==> src/hdl/lpmr_pkg.sv <==
// ----------------------------------------------------------------------------
// lpmr_pkg
// Constants, status codes and the queued item type shared by the message ring.
// ----------------------------------------------------------------------------
`default_nettype none

package lpmr_pkg;

  // Ring size in bytes. Offsets count modulo twice this value, so it is a
  // power of two and offsets wrap naturally in OFF_W bits.
  localparam int RING_BYTES = 32768;
  localparam int RING_WORDS = RING_BYTES / 4;
  localparam int OFF_W      = $clog2(2 * RING_BYTES);
  localparam int WADDR_W    = $clog2(RING_WORDS);
  localparam int LANES      = 4;
  localparam int HDR_BYTES  = 4;

  localparam int LEN_W  = 15;
  localparam int BYTE_W = 8;
  localparam int STAT_W = 3;

  localparam int QDEPTH = 2;
  localparam int QPTR_W = $clog2(QDEPTH);

  typedef enum logic [STAT_W-1:0] {
    STAT_OK       = 3'd0,
    STAT_FULL     = 3'd1,
    STAT_MISMATCH = 3'd2,
    STAT_EMPTY    = 3'd3,
    STAT_TOO_LONG = 3'd4
  } status_t;

  typedef struct packed {
    logic              is_get;
    logic [LEN_W-1:0]  msg_len;
    logic [BYTE_W-1:0] data_byte;
    logic              last;
    logic [LEN_W-1:0]  max_len;
  } item_t;

  typedef struct packed {
    logic  valid;
    item_t item;
  } queue_head_t;

endpackage

`default_nettype wire

==> src/hdl/lpmr_front.sv <==
// ----------------------------------------------------------------------------
// lpmr_front
// Accepts put and get transactions, classifies them and queues them for the
// back end in a two-entry queue.
// ----------------------------------------------------------------------------
`default_nettype none

module lpmr_front (
  input  logic                          clk,
  input  logic                          rst,
  input  logic                          start,
  input  logic                          func,
  input  logic [lpmr_pkg::LEN_W-1:0]    msg_len,
  input  logic [lpmr_pkg::BYTE_W-1:0]   data_byte,
  input  logic                          last,
  input  logic [lpmr_pkg::LEN_W-1:0]    max_len,
  output logic                          busy,
  output lpmr_pkg::queue_head_t         head,
  input  logic                          pop
);
  import lpmr_pkg::*;

  item_t             entry [QDEPTH];
  logic [QPTR_W-1:0] wr_ptr;
  logic [QPTR_W-1:0] rd_ptr;
  logic [QPTR_W:0]   count;
  logic              push;
  item_t             new_item;

  assign busy = (count == (QPTR_W+1)'(QDEPTH));
  assign push = start && !busy;

  always_comb begin
    new_item.is_get    = func;
    new_item.msg_len   = msg_len;
    new_item.data_byte = data_byte;
    new_item.last      = last;
    new_item.max_len   = max_len;
  end

  assign head.valid = (count != '0);
  assign head.item  = entry[rd_ptr];

  always_ff @(posedge clk) begin
    if (rst) begin
      wr_ptr <= '0;
      rd_ptr <= '0;
      count  <= '0;
    end else begin
      if (push) begin
        wr_ptr <= wr_ptr + 1'b1;
      end
      if (pop) begin
        rd_ptr <= rd_ptr + 1'b1;
      end
      count <= count + (QPTR_W+1)'(push) - (QPTR_W+1)'(pop);
    end
  end

  always_ff @(posedge clk) begin
    if (push) begin
      entry[wr_ptr] <= new_item;
    end
  end

endmodule

`default_nettype wire

==> config.mk <==
export PLATFORM = sky130hd
export DESIGN_NAME = lpmr_front
export DESIGN_NICKNAME = d
export VERILOG_FILES = /design/src/hdl/lpmr_pkg.sv /design/src/hdl/lpmr_front.sv
export SDC_FILE = /design/constraint.sdc
export NUM_CORES = 1
export LEC_CHECK = 0
export BUFFER_PORTS_ARGS = -buffer_cell sky130_fd_sc_hd__buf_2
export CAP_MARGIN = 20
export CORE_ASPECT_RATIO = 0.75
export CORE_MARGIN = 2
export CORE_UTILIZATION = 45
export DETAILED_ROUTE_END_ITERATION = 10
export PLACE_DENSITY = 0.7
export SYNTH_ARGS = -nofsm -noshare
export SYNTH_HDL_FRONTEND = slang
export SYNTH_SLANG_ARGS = --single-unit
==> constraint.sdc <==
create_clock -name clk -period 4.7 [get_ports clk]
set_input_delay 0.705 -clock clk [delete_from_list [all_inputs] [get_ports clk]]
set_output_delay 0.705 -clock clk [all_outputs]
set_load 0.02 [all_outputs]
==> results <==
- The total of fill cells in the finished design is 544.
- The number of buffer and inverter stages on the critical path is 1.
- The final count of hold timing violations is 0.
- The overall die area is 0.007580 mm^2.
- After routing, the total negative slack on setup checks comes to 0 ns.
- The number of antenna violations at the first check in global routing is 0.
- The total setup violations reported at the end of the flow is 0.
- Per report_power, the clock group accounts for 30.9% of the total.
- The largest single stage delay on the critical path is 0.96 ns.
- The maximum frequency from static timing analysis is 381.2 MHz.
- With fillers left out, the area of the finished cells amounts to 0.003835 mm^2.
- The total overflow reported by the global router is 0.
- The number of synthesized flops with an enable pin is 80.
- The analysis attributes to cell leakage a power of 1.459 nW.
- The register area share after synthesis is 80.68%.
- After clock tree synthesis, the clock-pin slew on the worst setup and hold paths is 0.08 ns.
- The cell internal power dissipation is 0.001320 W.
- Among all flip-flop cells after synthesis, the most frequent one is sky130_fd_sc_hd__edfxtp_1.
- The switching portion of total power is 25.00%.
- By instance count, the leading cell after synthesis is sky130_fd_sc_hd__edfxtp_1.
- The warning count from the yosys run is 0.
- The number of buffers inserted by port buffering is 85.
- Row generation in the floorplan step produced 26 rows.
- The register bit count reported by yosys is 85.
- The cell family with the largest share of critical-path delay is flip-flops.
- Each instance of the synthesized netlist takes up on average 20.68 um^2.
- The routed layout has 1601 vias.
- The total I/O pin count is 86.
- The worst clock skew is 0.006228 ns.
- The maximum buffer depth of the clock tree is 2.
- Of all flip-flops after synthesis, the portion carrying an async set or reset was 0%.
- Routability-driven placement finished with a final weighted congestion of 0.6985.
- Power comes to 0.001760 W.
- The later pin in the worst-skew pair is clocked with a latency of 0.35 ns.
- In this run the standard cell core region covers 0.006734 mm^2.
- Hold is met by 0.4996 ns.
- The total of hold buffers inserted after clock tree synthesis is 0.
- Counting every instance in the synthesized netlist gives 150.
- Setup repair after global routing left no endpoint under its margin.
- The clock tree synthesis step divided the H-tree into 3 levels.
- The required time at the endpoint of the critical path is 3.99 ns.
- By area the synthesized netlist is led by sky130_fd_sc_hd__edfxtp_1 77%, sky130_fd_sc_hd__mux2_2 15%, sky130_fd_sc_hd__dfxtp_1 3.2%.
- The initial cell density of the core is 46.06%.
- Summed over all nets, the half-perimeter wirelength after detailed placement is 3413 um.
- At the pin with the least slew margin, the transition time is 0.9697 ns.
- The total number of clock tree sinks is 85.
- In the routed design, unresolved DRC markers number 0.
- Of all nets on the critical path, the largest fanout is 40.
- Summing all placed instances gives a cell area of 0.003621 mm^2.
- The pre-CTS setup slack is 2.426 ns.
- The via count of the first global-routing pass was 1628.
- By count the netlist is led by 80 x sky130_fd_sc_hd__edfxtp_1, 40 x sky130_fd_sc_hd__mux2_2, 5 x sky130_fd_sc_hd__dfxtp_1.
- The data arrival time at the worst-slack endpoint is 1.92 ns.
- Among all stages on the critical path, the largest delay is contributed by sky130_fd_sc_hd__dfxtp_2.
- The final-stage net count is 289.
- The first global-routing pass estimated 8155 um of wire.
- Entering global routing, the biggest net connects 41 pins.
- Global routing used 14.80% of the available tracks.
- Buffers inserted during clock tree synthesis total 9.
- In this run, post-CTS repair resized a total of 0 instances.
- The count of nets left with antenna violations after detail routing is 0.
- The antenna diode count is 0.
- The total nets after synthesis is 196.
- The floorplan step set the die height to 75.90 um.
- Once the clock tree was built, the setup fixing pass inserted 0 buffers.
- Yosys mapped the design onto 20 distinct sky130hd cell types.
- Of the available clock period, the critical path in the final layout requires 55.82%.
- Dividing total power by cell area gives a power density of 458.9 mW/mm^2.
- The share of total power dissipated in combinational logic is 15.5%.
- After synthesis the cells add up to 0.003102 mm^2.
- The cell type with the largest total area after synthesis is sky130_fd_sc_hd__edfxtp_1.
- The root buffer cell chosen for the clock tree is sky130_fd_sc_hd__clkbuf_8.
- The clock tree from TritonCTS is yes.
- Traced cell by cell, the critical path runs through mux2_2 > buf_2.
- The proportion of netlist area held by the largest area contributor is 77.45%.
- The total count of max-transition violations in the final report is 0.
- The time the final worst path needs with I/O delays and setup is 2.624 ns.
- After the first detailed-routing iteration, the DRC count stood at 84.
- Summed over all nets, the switching power comes to 0.0004399 W.
- The tool flagged a number of max-cap violations equal to 0.
- The first TritonRoute pass finished after 4 iterations.
- The critical path is of the flop to primary output type.
- The worst hold path class is flop to flop.
- The worst slew margin relative to its limit is 35.35%.
- Sequential cells account for 53.6% of the total power.
- The kind of launch point of the worst setup path is a flop.
- The minimum setup slack in the final design is 2.076 ns.
- Measured along the x axis, the die boundary spans 99.87 um.
- In the final routed layout, each cell accounts on average for 15.76 um.
- The post-synthesis to final-layout area growth is 23.64%.
- IR analysis of the VDD net gives a maximum drop of 252.6 uV.
- After detailed routing, the total wire length is 5232 um.
- The share of post-route cells with drive strength above 1 is 58.87%.
- The run finished with clean final reports.
- The sort of element at the end of the critical path is a primary output.
- After detailed routing, the number of vias per cell comes to 4.822.
sequential cells by signal, indices dropped and copies added (netlist names), named ones only:
name	flops
entry	80
rd_ptr	1
wr_ptr	1
count	2
power groups by stage:
| stage | combinational [W] | clock [W] | sequential, W |
|---|---|---|---|
| floorplan | 0.000192 | 0 | 0.000943 |
| CTS | 0.000277 | 0.000563 | 0.000945 |
| detailed placement | 0.000276 | 0 | 0.000962 |
| finish | 0.000273 | 0.000544 | 0.000943 |
| global route | 0.000295 | 0.000592 | 0.000953 |
| global placement | 0.000272 | 0 | 0.000960 |
placed cells by master, fill, tap and decap left out, drive strengths merged:
cell type	instances
o21ai	1
nand2b	1
buf	86
inv	3
clkinvlp	1
clkinv	5
ha	2
xnor2	1
xor2	1
nor3	1
nor2	3
and3	1
or2	1
dfxtp	5
nand2	1
or3	1
nor2b	1
bufinv	2
and2	1
clkbuf	9
mux2	40
a21oi	1
edfxtp	80
metal layers:
layer / global-route usage (%) / vias to the layer above / wire, um
li1: - / 763 / -
met1: 18.70 / 760 / 2282
met2: 21.55 / 70 / 2386
met3: 8.487 / 8 / 498
met4: 4.932 / 0 / 64
met5: 0 / - / 0
worst min-delay path: cells and delay by family (launching register included):
family	cells	cell delay, ns
flip-flops	1	0.32
AO/OA/AOI/OAI	2	0.14
worst paths after layout:
kind	slack, ns	to	from	cells after the start
max	2.08	head[31]	flop	2
min	0.50	wr_ptr	wr_ptr	2
max reg2reg	2.82	entry[0][5]	count[0]	5
min reg2reg	0.50	wr_ptr	wr_ptr	2
through the flow:
stage / cells / utilization (%)
2_1_floorplan: 150 / -
3_3_place_gp: 316 / 53.77
3_5_place_dp: 316 / 53.77
4_1_cts: 332 / 56.95
5_1_grt: 332 / 56.95
6_report: 332 / 56.95
final cells by class:
cell class | instances | area, um^2 | share of cell area, %
Sequential cell | 85 | 2504 | 65.29
Multi-Input combinational cell | 57 | 564.3 | 14.71
Timing Repair Buffer | 86 | 432.9 | 11.29
Clock buffer | 9 | 123.9 | 3.230
Tap cell | 84 | 105.1 | 2.741
Clock inverter | 7 | 90.09 | 2.349
Inverter | 4 | 15.01 | 0.3915
cell families after synthesis:
kind of cell / synth area share [%]
DFF: 80.68
muxes: 14.52
and+or+nand+nor: 1.977
buffers and inverters: 1.129
AOI/OAI and AO/OA: 0.3224
xor gates and xnor gates: 0.5648
adders and majority gates: 0.8066
No activity file was read; power rests on OpenSTA's default activity.
